## src/design/assert_macros.svh

```systemverilog
// Assertion macros used by the top-level design file.
`ifndef ASSERT_MACROS_SVH
`define ASSERT_MACROS_SVH

// Same-cycle implication, checked at every clock edge outside reset.
`define BRA_ASSERT_IMP(lbl, clk, rst, ante, cons, msg) \
   lbl: assert property (@(posedge clk) disable iff (rst) (ante) |-> (cons)) else $error(msg);

// Next-cycle implication, checked at every clock edge outside reset.
`define BRA_ASSERT_NEXT(lbl, clk, rst, ante, cons, msg) \
   lbl: assert property (@(posedge clk) disable iff (rst) (ante) |=> (cons)) else $error(msg);

`endif

```

## src/design/bra_pkg.sv

```systemverilog
// Shared types and constants of the bitmap region allocator.
package bra_pkg;

   localparam int CNT_W      = 10;
   localparam int SIZE_W     = 16;
   localparam int ADDR_W     = 48;
   localparam int WANT_W     = 7;
   localparam int STATUS_W   = 2;
   localparam int CSR_IDX_W  = 2;
   localparam int WORD_W     = 32;
   localparam int WORD_IDX_W = 5;
   localparam int CMD_DEPTH  = 2;
   localparam int OUT_DEPTH  = 4;

   localparam logic [0:0] OP_INIT  = 1'b0;
   localparam logic [0:0] OP_ALLOC = 1'b1;

   localparam logic [STATUS_W-1:0] ST_GRANT = 2'd0;
   localparam logic [STATUS_W-1:0] ST_INIT  = 2'd1;
   localparam logic [STATUS_W-1:0] ST_NONE  = 2'd2;

   localparam logic [CSR_IDX_W-1:0] CSR_REGION_COUNT = 2'd0;
   localparam logic [CSR_IDX_W-1:0] CSR_SLOT_BYTES   = 2'd1;
   localparam logic [CSR_IDX_W-1:0] CSR_RUN_BASE     = 2'd2;

   localparam logic [CNT_W-1:0]  RCOUNT_RST = 10'd512;
   localparam logic [SIZE_W-1:0] RSIZE_RST  = 16'd16;
   localparam logic [ADDR_W-1:0] RBASE_RST  = 48'd0;

   typedef struct packed {
      logic [0:0]        op;
      logic [WANT_W-1:0] want;
   } cmd_type;

   typedef struct packed {
      logic                valid;
      logic [STATUS_W-1:0] status;
      logic                last;
   } rsp_ctl_type;

   // Position of the lowest set bit; zero when no bit is set.
   function automatic logic [WORD_IDX_W-1:0] bra_ffs(input logic [WORD_W-1:0] word);
      logic [WORD_IDX_W-1:0] pos;
      pos = '0;
      for (int i = WORD_W - 1; i >= 0; i--) begin
         if (word[i]) begin
            pos = WORD_IDX_W'(i);
         end
      end
      return pos;
   endfunction

endpackage

```

## src/design/bra_front.sv

```systemverilog
// Request intake: normalizes the wanted count and queues commands for the engine.
module bra_front #(
   parameter int MAX_BATCH = 64
) (
   input  logic             clock,
   input  logic             reset,
   input  logic             push,
   output logic             full,
   input  logic             req_type,
   input  logic [6:0]       req_want_count,
   input  logic             clearing,
   output logic             cmd_valid,
   output bra_pkg::cmd_type cmd,
   input  logic             cmd_take
);
   import bra_pkg::*;

   localparam int PTR_W = $clog2(CMD_DEPTH);
   localparam int CNT_Q_W = $clog2(CMD_DEPTH + 1);

   cmd_type               queue_ff [CMD_DEPTH];
   logic [PTR_W-1:0]      wr_ptr_ff, wr_ptr_in;
   logic [PTR_W-1:0]      rd_ptr_ff, rd_ptr_in;
   logic [CNT_Q_W-1:0]    count_ff, count_in;
   cmd_type               new_cmd;
   logic                  do_push;
   logic                  do_pop;

   always_comb begin
      new_cmd.op = req_type;
      if (req_want_count == '0) begin
         new_cmd.want = WANT_W'(1);
      end else if (32'(req_want_count) > MAX_BATCH) begin
         new_cmd.want = WANT_W'(MAX_BATCH);
      end else begin
         new_cmd.want = req_want_count;
      end
   end

   assign full      = (count_ff == CNT_Q_W'(CMD_DEPTH)) || clearing;
   assign cmd_valid = (count_ff != '0);
   assign cmd       = queue_ff[rd_ptr_ff];
   assign do_push   = push && !full;
   assign do_pop    = cmd_take && cmd_valid;

   always_comb begin
      wr_ptr_in = wr_ptr_ff;
      rd_ptr_in = rd_ptr_ff;
      count_in  = count_ff;
      if (do_push) begin
         wr_ptr_in = (wr_ptr_ff == PTR_W'(CMD_DEPTH - 1)) ? '0 : wr_ptr_ff + PTR_W'(1);
      end
      if (do_pop) begin
         rd_ptr_in = (rd_ptr_ff == PTR_W'(CMD_DEPTH - 1)) ? '0 : rd_ptr_ff + PTR_W'(1);
      end
      if (do_push && !do_pop) begin
         count_in = count_ff + CNT_Q_W'(1);
      end else if (do_pop && !do_push) begin
         count_in = count_ff - CNT_Q_W'(1);
      end
   end

   always_ff @(posedge clock) begin
      if (reset) begin
         wr_ptr_ff <= '0;
         rd_ptr_ff <= '0;
         count_ff  <= '0;
      end else begin
         wr_ptr_ff <= wr_ptr_in;
         rd_ptr_ff <= rd_ptr_in;
         count_ff  <= count_in;
      end
   end

   always_ff @(posedge clock) begin
      if (do_push) begin
         queue_ff[wr_ptr_ff] <= new_cmd;
      end
   end

endmodule

```

## src/design/bra_engine.sv

```systemverilog
// Allocation engine: owns the free bitmap and the free counter, scans for grants.
module bra_engine #(
   parameter int MAX_REGIONS = 512,
   parameter int IDX_W       = 9
) (
   input  logic                  clock,
   input  logic                  reset,
   input  logic [9:0]            eff_count,
   input  logic                  cmd_valid,
   input  bra_pkg::cmd_type      cmd,
   output logic                  cmd_take,
   input  logic                  room,
   output bra_pkg::rsp_ctl_type  ctl,
   output logic [IDX_W-1:0]      idx,
   output logic                  clearing
);
   import bra_pkg::*;

   localparam int NWORDS    = (MAX_REGIONS + WORD_W - 1) / WORD_W;
   localparam int WP_W      = (NWORDS > 1) ? $clog2(NWORDS) : 1;
   localparam int CMP_W     = (IDX_W + 1 > CNT_W) ? IDX_W + 1 : CNT_W;
   localparam int FREE_RST  = (MAX_REGIONS < 512) ? MAX_REGIONS : 512;

   localparam logic [2:0] S_CLEAR = 3'd0;
   localparam logic [2:0] S_IDLE  = 3'd1;
   localparam logic [2:0] S_INIT  = 3'd2;
   localparam logic [2:0] S_IDONE = 3'd3;
   localparam logic [2:0] S_READ  = 3'd4;
   localparam logic [2:0] S_LOAD  = 3'd5;
   localparam logic [2:0] S_SCAN  = 3'd6;
   localparam logic [2:0] S_FIN   = 3'd7;

   logic [WORD_W-1:0]     bitmap_mem [NWORDS];
   logic [WORD_W-1:0]     rd_data_ff;

   logic [2:0]            state_ff, state_in;
   logic [WP_W-1:0]       word_ptr_ff, word_ptr_in;
   logic [WORD_W-1:0]     word_ff, word_in;
   logic [WANT_W-1:0]     k_ff, k_in;
   logic [WANT_W-1:0]     limit_ff, limit_in;
   logic                  hold_valid_ff, hold_valid_in;
   logic [IDX_W-1:0]      hold_idx_ff, hold_idx_in;
   logic [CNT_W-1:0]      free_total_ff, free_total_in;

   logic                  mem_we;
   logic [WORD_W-1:0]     mem_wdata;
   logic [CMP_W-1:0]      base;
   logic [CMP_W-1:0]      base_end;
   logic [CMP_W-1:0]      n_ext;
   logic [CMP_W-1:0]      diff_w;
   logic [WORD_W-1:0]     lim_mask;
   logic [WORD_W-1:0]     avail;
   logic [WORD_IDX_W-1:0] ff_pos;
   logic [CMP_W-1:0]      found_full;
   logic                  scan_last;
   logic                  ptr_last;

   always_comb begin
      base       = CMP_W'(word_ptr_ff) << WORD_IDX_W;
      base_end   = base + CMP_W'(WORD_W);
      n_ext      = CMP_W'(eff_count);
      diff_w     = n_ext - base;
      if (base_end <= n_ext) begin
         lim_mask = '1;
      end else if (base >= n_ext) begin
         lim_mask = '0;
      end else begin
         lim_mask = ~({WORD_W{1'b1}} << diff_w[WORD_IDX_W-1:0]);
      end
      avail      = word_ff & lim_mask;
      ff_pos     = bra_ffs(avail);
      found_full = base + CMP_W'(ff_pos);
      ptr_last   = (word_ptr_ff == WP_W'(NWORDS - 1));
      scan_last  = (base_end >= n_ext) || ptr_last;
   end

   always_comb begin
      state_in      = state_ff;
      word_ptr_in   = word_ptr_ff;
      word_in       = word_ff;
      k_in          = k_ff;
      limit_in      = limit_ff;
      hold_valid_in = hold_valid_ff;
      hold_idx_in   = hold_idx_ff;
      free_total_in = free_total_ff;
      mem_we        = 1'b0;
      mem_wdata     = word_ff;
      cmd_take      = 1'b0;
      ctl           = '0;
      idx           = '0;
      case (state_ff)
         S_CLEAR: begin
            mem_we    = 1'b1;
            mem_wdata = '1;
            if (ptr_last) begin
               word_ptr_in = '0;
               state_in    = S_IDLE;
            end else begin
               word_ptr_in = word_ptr_ff + WP_W'(1);
            end
         end
         S_IDLE: begin
            if (cmd_valid) begin
               cmd_take      = 1'b1;
               word_ptr_in   = '0;
               k_in          = '0;
               hold_valid_in = 1'b0;
               if (cmd.op == OP_INIT) begin
                  free_total_in = eff_count;
                  state_in      = S_INIT;
               end else begin
                  if (CNT_W'(cmd.want) < free_total_ff) begin
                     limit_in = cmd.want;
                  end else begin
                     limit_in = free_total_ff[WANT_W-1:0];
                  end
                  state_in = (limit_in == '0) ? S_FIN : S_READ;
               end
            end
         end
         S_INIT: begin
            mem_we    = 1'b1;
            mem_wdata = lim_mask;
            if (ptr_last) begin
               state_in = S_IDONE;
            end else begin
               word_ptr_in = word_ptr_ff + WP_W'(1);
            end
         end
         S_IDONE: begin
            if (room) begin
               ctl.valid  = 1'b1;
               ctl.status = ST_INIT;
               ctl.last   = 1'b1;
               state_in   = S_IDLE;
            end
         end
         S_READ: begin
            state_in = S_LOAD;
         end
         S_LOAD: begin
            word_in  = rd_data_ff;
            state_in = S_SCAN;
         end
         S_SCAN: begin
            if ((k_ff == limit_ff) || (avail == '0)) begin
               // The word is finished; put back what is left of it.
               mem_we = 1'b1;
               if ((k_ff == limit_ff) || scan_last) begin
                  state_in = S_FIN;
               end else begin
                  word_ptr_in = word_ptr_ff + WP_W'(1);
                  state_in    = S_READ;
               end
            end else if (!hold_valid_ff || room) begin
               // A grant is held back one step so the final one can carry last.
               if (hold_valid_ff) begin
                  ctl.valid  = 1'b1;
                  ctl.status = ST_GRANT;
                  ctl.last   = 1'b0;
                  idx        = hold_idx_ff;
               end
               hold_valid_in = 1'b1;
               hold_idx_in   = found_full[IDX_W-1:0];
               word_in       = word_ff & ~({{(WORD_W-1){1'b0}}, 1'b1} << ff_pos);
               k_in          = k_ff + WANT_W'(1);
            end
         end
         S_FIN: begin
            if (room) begin
               ctl.valid = 1'b1;
               ctl.last  = 1'b1;
               if (hold_valid_ff) begin
                  ctl.status = ST_GRANT;
                  idx        = hold_idx_ff;
               end else begin
                  ctl.status = ST_NONE;
               end
               free_total_in = free_total_ff - CNT_W'(k_ff);
               hold_valid_in = 1'b0;
               state_in      = S_IDLE;
            end
         end
         default: begin
            state_in = S_IDLE;
         end
      endcase
   end

   assign clearing = (state_ff == S_CLEAR);

   always_ff @(posedge clock) begin
      if (reset) begin
         state_ff      <= S_CLEAR;
         word_ptr_ff   <= '0;
         hold_valid_ff <= 1'b0;
         free_total_ff <= CNT_W'(FREE_RST);
         k_ff          <= '0;
         limit_ff      <= '0;
      end else begin
         state_ff      <= state_in;
         word_ptr_ff   <= word_ptr_in;
         hold_valid_ff <= hold_valid_in;
         free_total_ff <= free_total_in;
         k_ff          <= k_in;
         limit_ff      <= limit_in;
      end
   end

   always_ff @(posedge clock) begin
      word_ff     <= word_in;
      hold_idx_ff <= hold_idx_in;
   end

   always_ff @(posedge clock) begin
      if (mem_we) begin
         bitmap_mem[word_ptr_ff] <= mem_wdata;
      end
      rd_data_ff <= bitmap_mem[word_ptr_ff];
   end

endmodule

```

## src/design/bra_rsp.sv

```systemverilog
// Result side: address computation pipeline and the result queue.
module bra_rsp #(
   parameter int IDX_W = 9
) (
   input  logic                  clock,
   input  logic                  reset,
   input  bra_pkg::rsp_ctl_type  ctl,
   input  logic [IDX_W-1:0]      idx,
   input  logic [15:0]           slot_bytes,
   input  logic [47:0]           run_base,
   output logic                  room,
   output logic                  empty,
   input  logic                  pop,
   output logic [IDX_W-1:0]      rsp_region_index,
   output logic [47:0]           rsp_region_addr,
   output logic [1:0]            rsp_status,
   output logic                  rsp_last
);
   import bra_pkg::*;

   localparam int PROD_W  = SIZE_W + IDX_W;
   localparam int PTR_W   = $clog2(OUT_DEPTH);
   localparam int CNT_Q_W = $clog2(OUT_DEPTH + 1);
   localparam int SUM_W   = CNT_Q_W + 1;

   rsp_ctl_type           a_ctl_ff;
   logic [IDX_W-1:0]      a_idx_ff;
   rsp_ctl_type           b_ctl_ff;
   logic [IDX_W-1:0]      b_idx_ff;
   logic [PROD_W-1:0]     b_prod_ff;
   logic [ADDR_W-1:0]     b_addr;

   logic [IDX_W-1:0]      q_idx_ff    [OUT_DEPTH];
   logic [ADDR_W-1:0]     q_addr_ff   [OUT_DEPTH];
   logic [STATUS_W-1:0]   q_status_ff [OUT_DEPTH];
   logic                  q_last_ff   [OUT_DEPTH];
   logic [PTR_W-1:0]      wr_ptr_ff, wr_ptr_in;
   logic [PTR_W-1:0]      rd_ptr_ff, rd_ptr_in;
   logic [CNT_Q_W-1:0]    count_ff, count_in;
   logic [SUM_W-1:0]      pending;
   logic                  do_pop;

   // Counting the stages in flight keeps every queued result a free slot.
   assign pending = SUM_W'(count_ff) + SUM_W'(a_ctl_ff.valid) + SUM_W'(b_ctl_ff.valid);
   assign room    = (pending < SUM_W'(OUT_DEPTH));
   assign empty   = (count_ff == '0);
   assign do_pop  = pop && !empty;

   assign b_addr = (b_ctl_ff.status == ST_GRANT) ? run_base + ADDR_W'(b_prod_ff) : '0;

   assign rsp_region_index = q_idx_ff[rd_ptr_ff];
   assign rsp_region_addr  = q_addr_ff[rd_ptr_ff];
   assign rsp_status       = q_status_ff[rd_ptr_ff];
   assign rsp_last         = q_last_ff[rd_ptr_ff];

   always_comb begin
      wr_ptr_in = wr_ptr_ff;
      rd_ptr_in = rd_ptr_ff;
      count_in  = count_ff;
      if (b_ctl_ff.valid) begin
         wr_ptr_in = wr_ptr_ff + PTR_W'(1);
      end
      if (do_pop) begin
         rd_ptr_in = rd_ptr_ff + PTR_W'(1);
      end
      if (b_ctl_ff.valid && !do_pop) begin
         count_in = count_ff + CNT_Q_W'(1);
      end else if (do_pop && !b_ctl_ff.valid) begin
         count_in = count_ff - CNT_Q_W'(1);
      end
   end

   always_ff @(posedge clock) begin
      if (reset) begin
         a_ctl_ff  <= '0;
         b_ctl_ff  <= '0;
         wr_ptr_ff <= '0;
         rd_ptr_ff <= '0;
         count_ff  <= '0;
      end else begin
         a_ctl_ff  <= ctl;
         b_ctl_ff  <= a_ctl_ff;
         wr_ptr_ff <= wr_ptr_in;
         rd_ptr_ff <= rd_ptr_in;
         count_ff  <= count_in;
      end
   end

   always_ff @(posedge clock) begin
      a_idx_ff  <= idx;
      b_idx_ff  <= a_idx_ff;
      b_prod_ff <= PROD_W'(slot_bytes) * PROD_W'(a_idx_ff);
      if (b_ctl_ff.valid) begin
         q_idx_ff[wr_ptr_ff]    <= b_idx_ff;
         q_addr_ff[wr_ptr_ff]   <= b_addr;
         q_status_ff[wr_ptr_ff] <= b_ctl_ff.status;
         q_last_ff[wr_ptr_ff]   <= b_ctl_ff.last;
      end
   end

endmodule

```

## src/design/bitmap_region_allocator_top.sv

```systemverilog
// Top level of the bitmap region allocator: configuration registers and block wiring.
//
// A request queue (2 deep) feeds an engine that keeps the free bitmap in a memory of
// 32-bit words and a result queue (4 deep) holds finished results. After reset the
// engine sets the whole bitmap free in a clearing pass over every bitmap word while
// full stays high. An init request writes each bitmap word in turn and then reports
// its result. An allocate visits bitmap words in order: each visit reads the word,
// waits out the read latency, grants regions from it one at a time, and closes by
// writing the word back. Each result then passes the address pipeline (one multiply,
// one add) before it enters the result queue.
module bitmap_region_allocator_top #(
   parameter int MAX_REGIONS = 512,
   parameter int MAX_BATCH   = 64
) (
   input  logic                             clock,
   input  logic                             reset,
   input  logic                             push,
   output logic                             full,
   input  logic                             req_type,
   input  logic [6:0]                       req_want_count,
   output logic                             empty,
   input  logic                             pop,
   output logic [$clog2(MAX_REGIONS)-1:0]   rsp_region_index,
   output logic [47:0]                      rsp_region_addr,
   output logic [1:0]                       rsp_status,
   output logic                             rsp_last,
   input  logic                             csr_valid,
   output logic                             csr_ready,
   input  logic [1:0]                       csr_index,
   input  logic [47:0]                      csr_wdata
);
   import bra_pkg::*;

   `include "assert_macros.svh"

   localparam int IDX_W = $clog2(MAX_REGIONS);

   logic [CNT_W-1:0]  region_count_ff;
   logic [SIZE_W-1:0] slot_bytes_ff;
   logic [ADDR_W-1:0] run_base_ff;
   logic [CNT_W-1:0]  eff_count;
   logic              csr_write;

   logic              clearing;
   logic              cmd_valid;
   cmd_type           cmd;
   logic              cmd_take;
   logic              rsp_room;
   rsp_ctl_type       eng_ctl;
   logic [IDX_W-1:0]  eng_idx;

   assign csr_ready = 1'b1;
   assign csr_write = csr_valid && csr_ready;

   always_ff @(posedge clock) begin
      if (reset) begin
         region_count_ff <= RCOUNT_RST;
         slot_bytes_ff   <= RSIZE_RST;
         run_base_ff     <= RBASE_RST;
      end else if (csr_write) begin
         case (csr_index)
            CSR_REGION_COUNT: region_count_ff <= csr_wdata[CNT_W-1:0];
            CSR_SLOT_BYTES:   slot_bytes_ff   <= csr_wdata[SIZE_W-1:0];
            CSR_RUN_BASE:     run_base_ff     <= csr_wdata;
            default: begin
            end
         endcase
      end
   end

   assign eff_count = (32'(region_count_ff) > MAX_REGIONS) ? CNT_W'(MAX_REGIONS)
                                                            : region_count_ff;

   bra_front #(
      .MAX_BATCH (MAX_BATCH)
   ) u_front (
      .clock          (clock),
      .reset          (reset),
      .push           (push),
      .full           (full),
      .req_type       (req_type),
      .req_want_count (req_want_count),
      .clearing       (clearing),
      .cmd_valid      (cmd_valid),
      .cmd            (cmd),
      .cmd_take       (cmd_take)
   );

   bra_engine #(
      .MAX_REGIONS (MAX_REGIONS),
      .IDX_W       (IDX_W)
   ) u_engine (
      .clock     (clock),
      .reset     (reset),
      .eff_count (eff_count),
      .cmd_valid (cmd_valid),
      .cmd       (cmd),
      .cmd_take  (cmd_take),
      .room      (rsp_room),
      .ctl       (eng_ctl),
      .idx       (eng_idx),
      .clearing  (clearing)
   );

   bra_rsp #(
      .IDX_W (IDX_W)
   ) u_rsp (
      .clock            (clock),
      .reset            (reset),
      .ctl              (eng_ctl),
      .idx              (eng_idx),
      .slot_bytes       (slot_bytes_ff),
      .run_base         (run_base_ff),
      .room             (rsp_room),
      .empty            (empty),
      .pop              (pop),
      .rsp_region_index (rsp_region_index),
      .rsp_region_addr  (rsp_region_addr),
      .rsp_status       (rsp_status),
      .rsp_last         (rsp_last)
   );

   `BRA_ASSERT_IMP(a_full_after_reset, clock, reset, $fell(reset), full, "full low during clearing pass")
   `BRA_ASSERT_IMP(a_push_has_room, clock, reset, eng_ctl.valid, rsp_room, "result pushed without a free slot")
   `BRA_ASSERT_IMP(a_nongrant_shape, clock, reset, !empty && (rsp_status != ST_GRANT), rsp_last && (rsp_region_index == '0) && (rsp_region_addr == '0), "init or error result malformed")
   `BRA_ASSERT_NEXT(a_take_once, clock, reset, cmd_take && cmd_valid, !cmd_take, "engine took two commands back to back")

endmodule
```

## config.mk

```make
export PLATFORM = sky130hd
export DESIGN_NAME = bitmap_region_allocator_top
export DESIGN_NICKNAME = d
export VERILOG_FILES = /design/src/design/bra_pkg.sv /design/src/design/bra_front.sv /design/src/design/bra_engine.sv /design/src/design/bra_rsp.sv /design/src/design/bitmap_region_allocator_top.sv
export VERILOG_INCLUDE_DIRS = /design/src /design/src/design
export SDC_FILE = /design/constraint.sdc
export NUM_CORES = 2
export LEC_CHECK = 0
export ABC_CLOCK_PERIOD_IN_PS = 18900
export BUFFER_PORTS_ARGS = -buffer_cell sky130_fd_sc_hd__buf_4
export CORE_MARGIN = 2
export CORE_UTILIZATION = 55
export DETAILED_ROUTE_END_ITERATION = 6
export PLACE_DENSITY = 0.78
export SYNTH_ARGS = -nofsm -noshare
export SYNTH_HDL_FRONTEND = slang
export SYNTH_SLANG_ARGS = --single-unit
export TNS_END_PERCENT = 100
```

## constraint.sdc

```tcl
create_clock -name clock -period 18.9 [get_ports clock]
set_input_delay 1.89 -clock clock [delete_from_list [all_inputs] [get_ports clock]]
set_output_delay 1.89 -clock clock [all_outputs]
set_load 0.02 [all_outputs]
```

==> results.ini <==
[pwr]
powerDensity_mw_per_mm2=117
ir_drop_v=0.000132
p_leak_nw=17.3

[worst_setup_path]
cp_data_arrival_time_ps=7520
r2r-start=u_engine.word_ptr_ff[0]
critical-path-max-stage-delay_ps=1060
crit_required_ps=19220
crit_fanout=50
worstReg2RegEnd=u_engine.bitmap_mem[2][10]
worstPathCellList=ha_1 > nand3_1 > inv_1 > ha_1 > and3_1 > nand3_1 > o21ai_2 > o21ai_0 > nand4_1 > nor3_2 > a21boi_2 > o22ai_2 > nand2_1 > nor3_2 > buf_4
startpoint_type=flip-flop
crit_type=flip-flop to flip-flop
slowest_stage=nor3_2
crit_path_end_kind=flip-flop
rr_worst_depth=15
r2r_setup_slack_ps=11700

[flow_run]
drv_cap=0

[routing]
dr.first_iter.drc_count=2618
wl_per_cell_um=24.7
remaining_drc_errors=0
routed_wl_um=106000
drt-vias-per-instance=6.18
vias=26500
antenna_left=0
drtPass1Iterations=6

[cts]
cts_tree=built
root_buffer=clkbuf_16
htree_levels=3
cts_made_buffers=98
cts_setup_buffers=0
postCtsHoldBufs=0
post_cts_resized=0
clockBufferDepth=3
clkLatencyLatePin_ps=690
clock_sink_count=1012
clk_pin_slew_worst_paths_ps=60

[layout]
area_growth_pct=11.9
diodes=0
nNetsFinal=3413
stdcell_count=4297
drive_above_1_share_pct=18.7

[global_routing]
track_usage_pct=25.3
antenna_found_initial=1
grt_pass1_vias=27400
grt_pass1_wl_um=164000
grt_max_degree=68
overflow=0

[worst_hold_path]
hold_path_depth=1
hold_path.class=flip-flop to flip-flop
hp-start=u_engine.hold_idx_ff[0]
min_to=u_rsp.a_idx_ff[0]

[placed_design]
dpl.hpwl_um=69100
portBuffers=124
placedCellCount=4113
gp_congestion=0.928

[synthesis]
ys_seq_area_share_pct=62.5
synth.cell_area_mm2=0.0454
async_flop_share_pct=0
syn-mean-instance-area_um2=14.9
synth_edf_count=809
syn_nets=3311
yosys_warnings=0
synthDistinctLibCells=96
synth_area_leaders=edfxtp_1 54%, mux4_2 11%, dfxtp_1 9.0%
synth_top_area_share_pct=53.5
synth_top_flop_cell=edfxtp_1
ys_ff_latch=1012
yosys.area.top_type=edfxtp_1
synth_cells=3041

[sta]
period_share_pct=38.1
setup_viol=0
hold_viol_final=0
fin_crit_ps=7200
clock_skew_ps=55.8
grt_setup_unrepaired=false
fin_setup_tns_ps=0
slew_viol_final=0
worstMarginPinSlew_ps=1390
fmax_ghz=0.139
maxSlewHeadroom_pct=7.13

[floorplanning]
die-height_um=291
core_area_mm2=0.0818
ios=126
die_area_mm2=0.0849
start_util_pct=55.5
rows=105
die_width_um=291

[outcome]
status=finished, final reports clean

cell usage in the layout (no fill, tap or decap), types with 45 or more instances in the layout:
cell type and count:
and2_1 80, ha_1 105, inv_1 144, clkbuf_16 100, dfxtp_1 197, mux2i_1 45, edfxtp_1 809, xnor2_1 45
o21ai_0 71, a21oi_1 171, buf_4 149, fa_1 102, nand2_1 289, nor2_1 149, mux4_2 220
layout make-up:
cell class,count,area (um^2)
clock buffer,125,2650
multi-input combinational,1735,16000
fill,5677,31000
inverter,147,552
clock inverter,59,741
timing repair buffer,149,1120
sequential,1012,28400
tap,1070,1340
cells in the mapped netlist, types with 12 or more instances:
| cell type | number |
|---|---|
| xnor2_1 | 45 |
| nand2b_1 | 16 |
| a21oi_1 | 172 |
| o21ai_0 | 72 |
| inv_1 | 144 |
| mux4_2 | 220 |
| and2_1 | 85 |
| a211oi_1 | 14 |
| buf_1 | 29 |
| or3_1 | 19 |
| nor2_1 | 161 |
| fa_1 | 102 |
| nand2_1 | 289 |
| a21o_1 | 14 |
| nand3_1 | 26 |
| nor2b_1 | 25 |
| clkbuf_1 | 110 |
| o21a_1 | 23 |
| nor3_1 | 41 |
| nand4_1 | 12 |
| dfxtp_1 | 203 |
| o22a_1 | 27 |
| edfxtp_1 | 809 |
| xor2_1 | 29 |
| ha_1 | 105 |
| nor3b_1 | 12 |
| mux2i_1 | 45 |
registers in the layout, summed over array words and instances (netlist names), 8 cells and up, named ones only:
name,flops
u_engine.hold_idx_ff,9
u_engine.free_total_ff,10
u_engine.bitmap_mem,512
u_rsp.q_addr_ff,192
u_rsp.q_status_ff,8
run_base_ff,48
region_count_ff,10
u_front.queue_ff,16
u_rsp.b_prod_ff,25
u_engine.word_ff,32
u_rsp.q_idx_ff,36
u_rsp.b_idx_ff,9
slot_bytes_ff,16
u_engine.rd_data_ff,32
u_rsp.a_idx_ff,9
report_power, final:
part	internal [mW]	leakage [nW]	total, mW	switching [mW]
clock network	1.16	1.65	2.02	0.862
registers	2.66	8.80	2.75	0.0954
logic	0.464	6.86	1.16	0.700
worst max path at each step:
stage	start	end	slack (ps)	cells past startpoint
floorplan	u_engine.word_ptr_ff[0]	u_engine.bitmap_mem[0][0]	12120	17
global placement	u_engine.word_ptr_ff[0]	u_engine.bitmap_mem[2][5]	11880	15
detailed placement	u_engine.word_ptr_ff[0]	u_engine.bitmap_mem[2][9]	11710	15
CTS	u_engine.word_ptr_ff[0]	u_engine.bitmap_mem[2][5]	11690	15
global route	u_engine.word_ptr_ff[0]	u_engine.bitmap_mem[2][5]	11200	15
finish	u_engine.word_ptr_ff[0]	u_engine.bitmap_mem[2][10]	11700	15
critical path, delay by kind of cell, from the launching register on:
kind / cells / cell delay (ps)
AND/OR/NAND/NOR: 7 / 3060
AO/OA/AOI/OAI: 4 / 1390
flip-flops: 1 / 950
adder cells (fa/ha/maj): 2 / 730
buffers and inverters: 2 / 660
kinds of logic (layout without fill, tap and decap cells):
group,after synthesis,count (layout),share of synthesized area [%]
DFF,1012,1012,62.5
and+or+nand+nor,750,750,8.04
AOI/OAI and AO/OA,432,432,6.13
buffers and inverters,294,480,2.48
muxes,271,271,12.1
adders and majority gates,207,207,7.39
xor gates and xnor gates,74,74,1.43
other,1,1,0.00826
routing by layer:
| layer | vias to the layer above | routed length (um) | track usage, % |
|---|---|---|---|
| li1 | 11600 | - | - |
| met1 | 13500 | 42800 | 34.8 |
| met2 | 1202 | 52100 | 41.9 |
| met3 | 196 | 8170 | 3.71 |
| met4 | 2 | 3180 | 8.26 |
| met5 | - | 29 | 0 |
through the flow:
step | setup slack, ps | hold slack (ps) | utilization [%] | cell area (um^2) | power (mW)
2_1_floorplan | 12120 | 385 | - | 45400 | 3.54
3_3_place_gp | 11880 | 426 | 57.9 | 47400 | 3.91
3_5_place_dp | 11710 | 430 | 57.9 | 47400 | 3.95
4_1_cts | 11690 | 442 | 62.1 | 50800 | 5.97
5_1_grt | 11200 | 449 | 62.1 | 50800 | 6.14
6_report | 11700 | 440 | 62.1 | 50800 | 5.94
Note: power is estimated with default switching activity, not from simulation.
